==> config.mk <==
export PLATFORM = sky130hd
export DESIGN_NAME = lru_key_value_cache_flat
export DESIGN_NICKNAME = d
export VERILOG_FILES = /design/src/sv/lkv_pkg.sv /design/src/sv/lkv_in_if.sv /design/src/sv/lkv_out_if.sv /design/src/sv/lkv_ram.sv /design/src/sv/lkv_ctrl.sv /design/src/sv/lkv_dp.sv /design/src/sv/lru_key_value_cache.sv /design/src/flat_wrapper.sv
export VERILOG_INCLUDE_DIRS = /design/src /design/src/sv
export SDC_FILE = /design/constraint.sdc
export NUM_CORES = 2
export LEC_CHECK = 0
export BUFFER_PORTS_ARGS = -buffer_cell sky130_fd_sc_hd__buf_2
export CELL_PAD_IN_SITES_DETAIL_PLACEMENT = 0
export CELL_PAD_IN_SITES_GLOBAL_PLACEMENT = 2
export CORE_UTILIZATION = 49
export DETAILED_ROUTE_END_ITERATION = 10
export PLACE_DENSITY_LB_ADDON = 0.05
export SYNTH_ARGS = -nofsm -noshare
export SYNTH_HDL_FRONTEND = slang
export SYNTH_SLANG_ARGS = --single-unit
==> constraint.sdc <==
create_clock -name clk -period 6.2 [get_ports clk]
set_input_delay 0.62 -clock clk [delete_from_list [all_inputs] [get_ports clk]]
set_output_delay 0.62 -clock clk [all_outputs]
set_load 0.03 [all_outputs]
==> src/sv/lru_key_value_cache_defines.svh <==
// Assertion macros for the LRU key-value cache.
`ifndef LRU_KEY_VALUE_CACHE_DEFINES_SVH
`define LRU_KEY_VALUE_CACHE_DEFINES_SVH

`ifndef NO_ASSERTIONS

// Property that holds at every clock edge out of reset.
`define LKV_ASSERT(label, clk, rst_n, prop, msg) \
	label: assert property (@(posedge clk) disable iff (!rst_n) (prop)) else $error(msg);

// Same-cycle implication.
`define LKV_ASSERT_IMPL(label, clk, rst_n, ante, cons, msg) \
	label: assert property (@(posedge clk) disable iff (!rst_n) (ante) |-> (cons)) else $error(msg);

// Next-cycle implication.
`define LKV_ASSERT_NEXT(label, clk, rst_n, ante, cons, msg) \
	label: assert property (@(posedge clk) disable iff (!rst_n) (ante) |=> (cons)) else $error(msg);

`else

`define LKV_ASSERT(label, clk, rst_n, prop, msg)
`define LKV_ASSERT_IMPL(label, clk, rst_n, ante, cons, msg)
`define LKV_ASSERT_NEXT(label, clk, rst_n, ante, cons, msg)

`endif

`endif

==> src/sv/lkv_pkg.sv <==
`timescale 1ns / 1ps

package lkv_pkg;

	localparam int CAP_WIDTH = 5;
	localparam logic [CAP_WIDTH-1:0] CAP_RESET = 5'd16;

	localparam logic OP_GET = 1'b0;
	localparam logic OP_PUT = 1'b1;

	typedef enum logic [1:0] {
		ST_IDLE,
		ST_LOOK,
		ST_ACT,
		ST_DONE
	} state_t;

	typedef struct packed {
		logic latch_in;
		logic lookup;
		logic promote;
		logic insert;
		logic evict;
		logic wr_data;
		logic rd_data;
		logic load_out;
	} cmd_t;

	typedef struct packed {
		logic is_put;
		logic hit;
		logic full;
	} stat_t;

endpackage

==> src/sv/lkv_in_if.sv <==
`timescale 1ns / 1ps

interface lkv_in_if #(
	parameter int KEY_WIDTH  = 32,
	parameter int DATA_WIDTH = 32
);
	logic                         valid;
	logic                         ready;
	logic                         operation;
	logic signed [KEY_WIDTH-1:0]  key;
	logic signed [DATA_WIDTH-1:0] value;

	modport source (output valid, output operation, output key, output value, input ready);
	modport sink   (input valid, input operation, input key, input value, output ready);
endinterface

==> src/sv/lkv_out_if.sv <==
`timescale 1ns / 1ps

interface lkv_out_if #(
	parameter int KEY_WIDTH  = 32,
	parameter int DATA_WIDTH = 32
);
	logic                         valid;
	logic                         ready;
	logic                         hit;
	logic signed [DATA_WIDTH-1:0] read_value;
	logic                         evicted;
	logic signed [KEY_WIDTH-1:0]  evicted_key;

	modport source (output valid, output hit, output read_value, output evicted,
		output evicted_key, input ready);
	modport sink   (input valid, input hit, input read_value, input evicted,
		input evicted_key, output ready);
endinterface

==> src/sv/lkv_ram.sv <==
`timescale 1ns / 1ps

// Simple dual-port RAM, read-first, registered read.
module lkv_ram #(
	parameter int WIDTH = 32,
	parameter int DEPTH = 16,
	localparam int AW = (DEPTH > 1) ? $clog2(DEPTH) : 1
) (
	input  logic             clk,
	input  logic             we,
	input  logic [AW-1:0]    waddr,
	input  logic [WIDTH-1:0] wdata,
	input  logic             re,
	input  logic [AW-1:0]    raddr,
	output logic [WIDTH-1:0] rdata
);
	logic [WIDTH-1:0] mem [DEPTH];
	logic [WIDTH-1:0] rdata_q;

	always_ff @(posedge clk) begin
		if (we) begin
			mem[waddr] <= wdata;
		end
		if (re) begin
			rdata_q <= mem[raddr];
		end
	end

	assign rdata = rdata_q;
endmodule

==> src/sv/lkv_ctrl.sv <==
`timescale 1ns / 1ps

module lkv_ctrl import lkv_pkg::*; (
	input  logic  clk,
	input  logic  arst_n,
	input  logic  in_valid,
	output logic  in_ready,
	output logic  out_valid,
	input  logic  out_ready,
	input  stat_t stat,
	output cmd_t  cmd
);
	state_t state_q, state_d;
	logic   out_valid_q;

	always_ff @(posedge clk or negedge arst_n) begin
		if (!arst_n) begin
			state_q     <= ST_IDLE;
			out_valid_q <= 1'b0;
		end else begin
			state_q <= state_d;
			if (cmd.load_out) begin
				out_valid_q <= 1'b1;
			end else if (out_ready) begin
				out_valid_q <= 1'b0;
			end
		end
	end

	always_comb begin
		state_d  = state_q;
		cmd      = '0;
		in_ready = 1'b0;
		case (state_q)
			ST_IDLE: begin
				in_ready     = 1'b1;
				cmd.latch_in = in_valid;
				if (in_valid) begin
					state_d = ST_LOOK;
				end
			end
			ST_LOOK: begin
				cmd.lookup = 1'b1;
				state_d    = ST_ACT;
			end
			ST_ACT: begin
				cmd.promote = stat.hit;
				cmd.insert  = stat.is_put && !stat.hit;
				cmd.evict   = stat.is_put && !stat.hit && stat.full;
				cmd.wr_data = stat.is_put;
				cmd.rd_data = !stat.is_put && stat.hit;
				state_d     = ST_DONE;
			end
			ST_DONE: begin
				if (!out_valid_q || out_ready) begin
					cmd.load_out = 1'b1;
					state_d      = ST_IDLE;
				end
			end
			default: begin
				state_d = ST_IDLE;
			end
		endcase
	end

	assign out_valid = out_valid_q;
endmodule

==> src/sv/lkv_dp.sv <==
`timescale 1ns / 1ps
`include "lru_key_value_cache_defines.svh"

module lkv_dp import lkv_pkg::*; #(
	parameter int ENTRIES    = 16,
	parameter int KEY_WIDTH  = 32,
	parameter int DATA_WIDTH = 32
) (
	input  logic                         clk,
	input  logic                         arst_n,
	input  logic                         cfg_we,
	input  logic [CAP_WIDTH-1:0]         cfg_wdata,
	input  logic                         in_operation,
	input  logic [KEY_WIDTH-1:0]         in_key,
	input  logic [DATA_WIDTH-1:0]        in_value,
	input  cmd_t                         cmd,
	output stat_t                        stat,
	output logic                         out_hit,
	output logic [DATA_WIDTH-1:0]        out_read_value,
	output logic                         out_evicted,
	output logic [KEY_WIDTH-1:0]         out_evicted_key
);
	localparam int IW = (ENTRIES > 1) ? $clog2(ENTRIES) : 1;
	localparam int RW = IW;
	localparam int CW = $clog2(ENTRIES + 1);
	localparam int XW = (CW > CAP_WIDTH) ? CW : CAP_WIDTH;

	logic [CAP_WIDTH-1:0]  cap_q;
	logic                  op_q;
	logic [KEY_WIDTH-1:0]  key_q;
	logic [DATA_WIDTH-1:0] value_q;

	logic [ENTRIES-1:0]    valid_q;
	logic [KEY_WIDTH-1:0]  ckey_q [ENTRIES];
	logic [RW-1:0]         rank_q [ENTRIES];
	logic [CW-1:0]         count_q;

	logic [ENTRIES-1:0]    match_q;
	logic [ENTRIES-1:0]    lru_q;
	logic [IW-1:0]         found_idx_q;
	logic [IW-1:0]         lru_idx_q;
	logic [RW-1:0]         found_rank_q;
	logic                  full_q;

	logic                  out_hit_q;
	logic [DATA_WIDTH-1:0] out_rd_q;
	logic                  out_ev_q;
	logic [KEY_WIDTH-1:0]  out_evk_q;

	logic [ENTRIES-1:0]    match_d;
	logic [ENTRIES-1:0]    lru_d;
	logic [IW-1:0]         found_idx_d;
	logic [IW-1:0]         lru_idx_d;
	logic [RW-1:0]         found_rank_d;
	logic [RW-1:0]         cnt_m1;
	logic                  full_d;
	logic [XW-1:0]         cap_x;
	logic [XW-1:0]         cnt_x;

	logic [ENTRIES-1:0]    kept;
	logic [ENTRIES-1:0]    slot_oh;
	logic [IW-1:0]         slot_idx;

	logic                  is_hit;
	logic                  ev_now;
	logic [DATA_WIDTH-1:0] data_rdata;
	logic [KEY_WIDTH-1:0]  key_rdata;

	// Configuration register
	always_ff @(posedge clk or negedge arst_n) begin
		if (!arst_n) begin
			cap_q <= CAP_RESET;
		end else if (cfg_we) begin
			cap_q <= cfg_wdata;
		end
	end

	always_ff @(posedge clk) begin
		if (cmd.latch_in) begin
			op_q    <= in_operation;
			key_q   <= in_key;
			value_q <= in_value;
		end
	end

	// Lookup: parallel key compare, LRU is the valid entry holding rank count-1
	always_comb begin
		cnt_m1       = RW'(count_q - CW'(1));
		found_idx_d  = '0;
		lru_idx_d    = '0;
		found_rank_d = '0;
		for (int i = 0; i < ENTRIES; i++) begin
			match_d[i] = valid_q[i] && (ckey_q[i] == key_q);
			lru_d[i]   = valid_q[i] && (rank_q[i] == cnt_m1);
			if (match_d[i]) begin
				found_idx_d  = found_idx_d | IW'(i);
				found_rank_d = found_rank_d | rank_q[i];
			end
			if (lru_d[i]) begin
				lru_idx_d = lru_idx_d | IW'(i);
			end
		end
		cap_x  = XW'(cap_q);
		cnt_x  = XW'(count_q);
		full_d = (cnt_x >= XW'(ENTRIES)) ||
			((cap_x == '0) ? (cnt_x != '0) : (cnt_x >= cap_x));
	end

	always_ff @(posedge clk) begin
		if (cmd.lookup) begin
			match_q      <= match_d;
			lru_q        <= lru_d;
			found_idx_q  <= found_idx_d;
			lru_idx_q    <= lru_idx_d;
			found_rank_q <= found_rank_d;
			full_q       <= full_d;
		end
	end

	// Free slot: lowest entry not kept after a possible eviction
	always_comb begin
		kept     = valid_q & ~(cmd.evict ? lru_q : '0);
		slot_oh  = ~kept & (kept + ENTRIES'(1));
		slot_idx = '0;
		for (int i = 0; i < ENTRIES; i++) begin
			if (slot_oh[i]) begin
				slot_idx = slot_idx | IW'(i);
			end
		end
	end

	always_ff @(posedge clk or negedge arst_n) begin
		if (!arst_n) begin
			valid_q <= '0;
			count_q <= '0;
		end else if (cmd.insert) begin
			valid_q <= kept | slot_oh;
			if (!cmd.evict) begin
				count_q <= count_q + CW'(1);
			end
		end
	end

	always_ff @(posedge clk) begin
		for (int i = 0; i < ENTRIES; i++) begin
			if (cmd.promote) begin
				if (match_q[i]) begin
					rank_q[i] <= '0;
				end else if (valid_q[i] && (rank_q[i] < found_rank_q)) begin
					rank_q[i] <= rank_q[i] + RW'(1);
				end
			end else if (cmd.insert) begin
				if (slot_oh[i]) begin
					rank_q[i] <= '0;
					ckey_q[i] <= key_q;
				end else if (kept[i]) begin
					rank_q[i] <= rank_q[i] + RW'(1);
				end
			end
		end
	end

	lkv_ram #(
		.WIDTH(DATA_WIDTH),
		.DEPTH(ENTRIES)
	) u_data_ram (
		.clk  (clk),
		.we   (cmd.wr_data),
		.waddr(cmd.promote ? found_idx_q : slot_idx),
		.wdata(value_q),
		.re   (cmd.rd_data),
		.raddr(found_idx_q),
		.rdata(data_rdata)
	);

	lkv_ram #(
		.WIDTH(KEY_WIDTH),
		.DEPTH(ENTRIES)
	) u_key_ram (
		.clk  (clk),
		.we   (cmd.insert),
		.waddr(slot_idx),
		.wdata(key_q),
		.re   (cmd.evict),
		.raddr(lru_idx_q),
		.rdata(key_rdata)
	);

	assign is_hit      = |match_q;
	assign ev_now      = (op_q == OP_PUT) && !is_hit && full_q;
	assign stat.is_put = (op_q == OP_PUT);
	assign stat.hit    = is_hit;
	assign stat.full   = full_q;

	// Result register
	always_ff @(posedge clk) begin
		if (cmd.load_out) begin
			out_hit_q <= is_hit;
			out_ev_q  <= ev_now;
			out_evk_q <= ev_now ? key_rdata : '0;
			if (op_q == OP_PUT) begin
				out_rd_q <= '0;
			end else if (is_hit) begin
				out_rd_q <= data_rdata;
			end else begin
				out_rd_q <= '1;
			end
		end
	end

	assign out_hit         = out_hit_q;
	assign out_read_value  = out_rd_q;
	assign out_evicted     = out_ev_q;
	assign out_evicted_key = out_evk_q;

	`LKV_ASSERT(a_count_matches_valid, clk, arst_n, $countones(valid_q) == int'(count_q), "occupancy count out of step with valid bits")
	`LKV_ASSERT_IMPL(a_single_match, clk, arst_n, cmd.promote, $onehot(match_q), "key present in more than one entry")
	`LKV_ASSERT_IMPL(a_lru_unique, clk, arst_n, cmd.evict, $onehot(lru_q), "no unique least recent entry to evict")
	`LKV_ASSERT_NEXT(a_insert_fills, clk, arst_n, cmd.insert, count_q != '0, "insert left the store empty")
endmodule

==> src/sv/lru_key_value_cache.sv <==
`timescale 1ns / 1ps

// Fully associative key-value cache with least-recently-used replacement. Each request item
// is a get or a put; each produces exactly one response item. After a request is accepted,
// the control sequencer steps through the parallel key compare, the entry/rank update with
// RAM access and the response load, and a new request is accepted only once it is back in
// idle, after the load of the previous response. The next request is taken while the
// previous response waits on rsp; a response still held there delays the load of the next
// one until it is taken. The capacity register (reset 16) limits occupancy: 0 acts as 1,
// values above ENTRIES act as ENTRIES. Write it only while the cache is idle.
module lru_key_value_cache import lkv_pkg::*; #(
	parameter int ENTRIES    = 16,
	parameter int KEY_WIDTH  = 32,
	parameter int DATA_WIDTH = 32
) (
	input  logic                 clk,
	input  logic                 arst_n,
	input  logic                 cfg_we,
	input  logic [CAP_WIDTH-1:0] cfg_wdata,
	lkv_in_if.sink               req,
	lkv_out_if.source            rsp
);
	cmd_t  cmd;
	stat_t stat;

	lkv_ctrl u_ctrl (
		.clk      (clk),
		.arst_n   (arst_n),
		.in_valid (req.valid),
		.in_ready (req.ready),
		.out_valid(rsp.valid),
		.out_ready(rsp.ready),
		.stat     (stat),
		.cmd      (cmd)
	);

	lkv_dp #(
		.ENTRIES   (ENTRIES),
		.KEY_WIDTH (KEY_WIDTH),
		.DATA_WIDTH(DATA_WIDTH)
	) u_dp (
		.clk            (clk),
		.arst_n         (arst_n),
		.cfg_we         (cfg_we),
		.cfg_wdata      (cfg_wdata),
		.in_operation   (req.operation),
		.in_key         (req.key),
		.in_value       (req.value),
		.cmd            (cmd),
		.stat           (stat),
		.out_hit        (rsp.hit),
		.out_read_value (rsp.read_value),
		.out_evicted    (rsp.evicted),
		.out_evicted_key(rsp.evicted_key)
	);
endmodule
==> src/flat_wrapper.sv <==
// flat-port wrapper written by rule: the top's interface ports become plain ports
module lru_key_value_cache_flat import lkv_pkg::*;
#(
	parameter int ENTRIES    = 16,
	parameter int KEY_WIDTH  = 32,
	parameter int DATA_WIDTH = 32
)
  (clk, arst_n, cfg_we, cfg_wdata, req_valid, req_operation, req_key, req_value, req_ready, rsp_valid, rsp_hit, rsp_read_value, rsp_evicted, rsp_evicted_key, rsp_ready);
  lkv_in_if #(.KEY_WIDTH(KEY_WIDTH), .DATA_WIDTH(DATA_WIDTH)) req_i ();
  lkv_out_if #(.KEY_WIDTH(KEY_WIDTH), .DATA_WIDTH(DATA_WIDTH)) rsp_i ();
  input  logic clk;
  input  logic arst_n;
  input  logic cfg_we;
  input  logic [CAP_WIDTH-1:0] cfg_wdata;
  input wire logic [$bits(req_i.valid)-1:0] req_valid;
  input wire logic [$bits(req_i.operation)-1:0] req_operation;
  input wire logic [$bits(req_i.key)-1:0] req_key;
  input wire logic [$bits(req_i.value)-1:0] req_value;
  output wire logic [$bits(req_i.ready)-1:0] req_ready;
  output wire logic [$bits(rsp_i.valid)-1:0] rsp_valid;
  output wire logic [$bits(rsp_i.hit)-1:0] rsp_hit;
  output wire logic [$bits(rsp_i.read_value)-1:0] rsp_read_value;
  output wire logic [$bits(rsp_i.evicted)-1:0] rsp_evicted;
  output wire logic [$bits(rsp_i.evicted_key)-1:0] rsp_evicted_key;
  input wire logic [$bits(rsp_i.ready)-1:0] rsp_ready;
  assign req_i.valid = req_valid;
  assign req_i.operation = req_operation;
  assign req_i.key = req_key;
  assign req_i.value = req_value;
  assign req_ready = req_i.ready;
  assign rsp_valid = rsp_i.valid;
  assign rsp_hit = rsp_i.hit;
  assign rsp_read_value = rsp_i.read_value;
  assign rsp_evicted = rsp_i.evicted;
  assign rsp_evicted_key = rsp_i.evicted_key;
  assign rsp_i.ready = rsp_ready;
  lru_key_value_cache #(.ENTRIES(ENTRIES), .KEY_WIDTH(KEY_WIDTH), .DATA_WIDTH(DATA_WIDTH)) u_core (.clk(clk), .arst_n(arst_n), .cfg_we(cfg_we), .cfg_wdata(cfg_wdata), .req(req_i), .rsp(rsp_i));
endmodule
==> metrics.yaml <==
design.core.area_um2: 152000
synthArstFlopShare: 0.0155
finalCritPeriodShare: 0.814
dpl-instance-area_um2: 79400
fin_cells: 6485
synth_cell_type_count: 64
grt_antenna_before_repair: 9
cts_tree: "done"
syn_area_per_cell_um2: 19.2
path_clk_slew_ns: 0.06
yosys_warnings: 0
ys.flop_type: "edfxtp_1"
avgViaCountPerCell: 5.84
dp_cells: 6075
critical-path-top-delay-family: "simple AND/OR/NAND/NOR gates"
first_pass_iters: 5
rsz0062_at_grt: "no"
critPathCaptureType: "register"
ctsHoldBuffers: 63
max_cap_viol_count: 0
post_cts_resized: 0
gr-total-overflow: 0
drc_errors: 0
area_growth_pct: 14.7
crit_type: "register to register"
die_area_um2: 155000
synthTopCellsByCount: "edfxtp_1 (1,840), xnor2_1 (468), mux4_2 (320)"
outcome: "finished clean"
vdd_ir_drop_max_v: 0.000284
synth_area_leader_cell: "edfxtp_1"
p_leak_nw: 27.7
p_comb_frac: 0.165
crit_buf_inv: 3
via_count: 37900
relSlewSlack: 0.199
io_pins: 143
swShare: 0.270
finalMaxSlewViolations: 0
setup_viol: 0
h-tree-depth: 4
synth_nets: 4071
fmax_mhz: 198
nFillCells: 11700
design_area_um2: 86100
hold_class: "input port to register"
clk_latency_ns: 0.81
required_ns: 6.68
grt_first_pass_wirelength_um: 280000
numCtsBuffers: 188
tightest_slew_ns: 1.19
antennaDiodeCount: 0
wire_per_inst_um: 29.9
post_cts_buffers: 0
hpwl_um: 122000
crit_chain: "nor4_1, and4_2, buf_4, inv_2, o21ai_0, a41oi_1, o22ai_1, o22ai_1, or3b_1, nor2_4, buf_4"
gp_congestion: 0.895
wl_um: 194000
syn_area_um2: 75100
clock_path_buffers: 3
root_buffer: "clkbuf_16"
cts.sinks: 1869
cp_data_arrival_time_ns: 5.53
initial_core_util: 0.494
final_layout_size_suffix_gt1_frac: 0.215
power_frac_seq: 0.486
setup_tns_ns: 0
die_w_um: 393
nNetsFinal: 4448
portBuffers: 142
yosysTopAreaCellShare: 0.736
finClkSkew_ns: 0.0574
switching_power_w: 0.00866
p_int_w: 0.0234
grt_usage: 0.253
yosysMostFrequentCell: "edfxtp_1"
post-place-ws_ns: 1.25
dr.first_iter.drc_count: 3756
p_per_area_nw_per_um2: 372
ys_seq_elements: 1869
crit_slowest_cell: "or3b_1"
critPathLaunchType: "register"
syn_inst: 3921
setup_slack_ns: 1.15
rows: 143
fin_crit_ns: 5.05
synthTopCellsByArea: "edfxtp_1 (74%), mux4_2 (9.6%), xnor2_1 (5.5%)"
pwr-share-clk: 0.349
synth-seq-area-share: 0.745
slowest_delay_ns: 0.58
path_max_fanout: 23
first_global_vias: 38100
ant_nets: 0
die_h_um: 393
synth_edf_count: 1840
finalHoldViolations: 0
grt_max_degree: 132
==> flip-flops by register name, summed over array words and instances, names as in the netlist, 32 cells and up <==
register and count:
u_core.u_dp.ckey_q 512, u_core.u_dp.key_q 32, u_core.u_dp.out_evicted_key 32, u_core.u_dp.out_read_value 32
u_core.u_dp.rank_q 64, u_core.u_dp.u_data_ram.mem 512, u_core.u_dp.u_data_ram.rdata 32, u_core.u_dp.u_key_ram.mem 512
u_core.u_dp.u_key_ram.rdata 32, u_core.u_dp.value_q 32
==> power groups by stage <==
| stage | Clock, W | Combinational [W] | Sequential [W] |
|---|---|---|---|
| 3_5_place_dp | 0 | 0.00534 | 0.0158 |
| 5_1_grt | 0.0119 | 0.00566 | 0.0156 |
| 6_report | 0.0112 | 0.00528 | 0.0156 |
| 4_1_cts | 0.0114 | 0.00540 | 0.0156 |
| 2_1_floorplan | 0 | 0.00308 | 0.0159 |
| 3_3_place_gp | 0 | 0.00536 | 0.0158 |
==> placed cells by master (no fill, tap or decap), drive strengths merged, types with 8 or more instances in the layout <==
| cell | count |
|---|---|
| edfxtp | 1840 |
| xnor2 | 468 |
| mux4 | 320 |
| buf | 303 |
| clkbuf | 246 |
| nor2 | 187 |
| xor2 | 145 |
| nand4 | 119 |
| clkinv | 82 |
| ha | 75 |
| nor4 | 70 |
| nand3 | 66 |
| dlygate4sd3 | 63 |
| nand2 | 55 |
| a21oi | 45 |
| and2 | 39 |
| inv | 32 |
| a21o | 28 |
| dfrtp | 28 |
| o21ai | 28 |
| nor3 | 26 |
| nor2b | 24 |
| nand2b | 21 |
| a221oi | 17 |
| a22o | 16 |
| bufinv | 15 |
| a211o | 11 |
| or4 | 10 |
| and3 | 9 |
| a31oi | 8 |
==> per-layer routing <==
layer  routed length [um]  GRT usage  vias up
met5                   13          0        -
li1                     -          -    16300
met2                91300      0.394     1255
met1                86600      0.375    20100
met4                 4290     0.0607        2
met3                12000     0.0428      245
==> final cells by class <==
class / count / area (um^2) / area share
Multi-Input combinational cell: 1844 / 18700 / 0.217
Timing Repair Buffer: 366 / 2750 / 0.0319
Inverter: 29 / 109 / 0.00126
Tap cell: 2030 / 2540 / 0.0295
Clock buffer: 246 / 4970 / 0.0577
Sequential cell: 1869 / 56000 / 0.650
Clock inverter: 101 / 1110 / 0.0128
==> through the flow <==
step	power (W)	utilization	hold WS [ns]
finish	0.0320	0.566	0.0711
global route	0.0331	0.566	0.0392
CTS	0.0323	0.566	0.0126
detailed placement	0.0212	0.522	0.497
global placement	0.0212	0.522	0.503
floorplan	0.0190	-	0.324
==> worst min-delay path, cell delays in order <==
cell     delay (ns)
buf_2          0.08
nand2_1        0.05
o21ai_0        0.06
==> kinds of logic (layout without fill, tap and decap cells) <==
group / after synthesis / count (layout) / share of synthesized area
multiplexers: 321 / 321 / 0.0961
flip-flops: 1869 / 1869 / 0.745
AND/OR/NAND/NOR: 640 / 640 / 0.0445
XOR/XNOR: 613 / 613 / 0.0715
adder cells (fa/ha/maj): 75 / 75 / 0.0125
AO/OA/AOI/OAI: 195 / 195 / 0.0182
buffers and inverters: 208 / 742 / 0.0117
==> path summary, 6_finish.rpt <==
path	from	end	slack [ns]	depth (start not counted)
worst max register to register	u_core.u_dp.match_q[13]$_DFFE_PN_	u_core.u_dp.u_data_ram.mem[15][17]$_DFFE_PP_	1.15	11
worst min register to register	u_core.u_dp.cnt_x[4]$_DFFE_PN0P_	u_core.u_dp.cnt_x[4]$_DFFE_PN0P_	0.51	1
worst min-delay path	cfg_wdata[2]	u_core.u_dp.cap_q[2]$_DFFE_PN0P_	0.07	3
worst max-delay path	u_core.u_dp.match_q[13]$_DFFE_PN_	u_core.u_dp.u_data_ram.mem[15][17]$_DFFE_PP_	1.15	11
max in group asynchronous	arst_n	u_core.u_dp.valid_q[8]$_DFFE_PN0P_	5.09	2
min in group asynchronous	arst_n	u_core.u_ctrl.out_valid$_DFFE_PN0P_	0.51	2
Power figures use the tool's default switching activity.
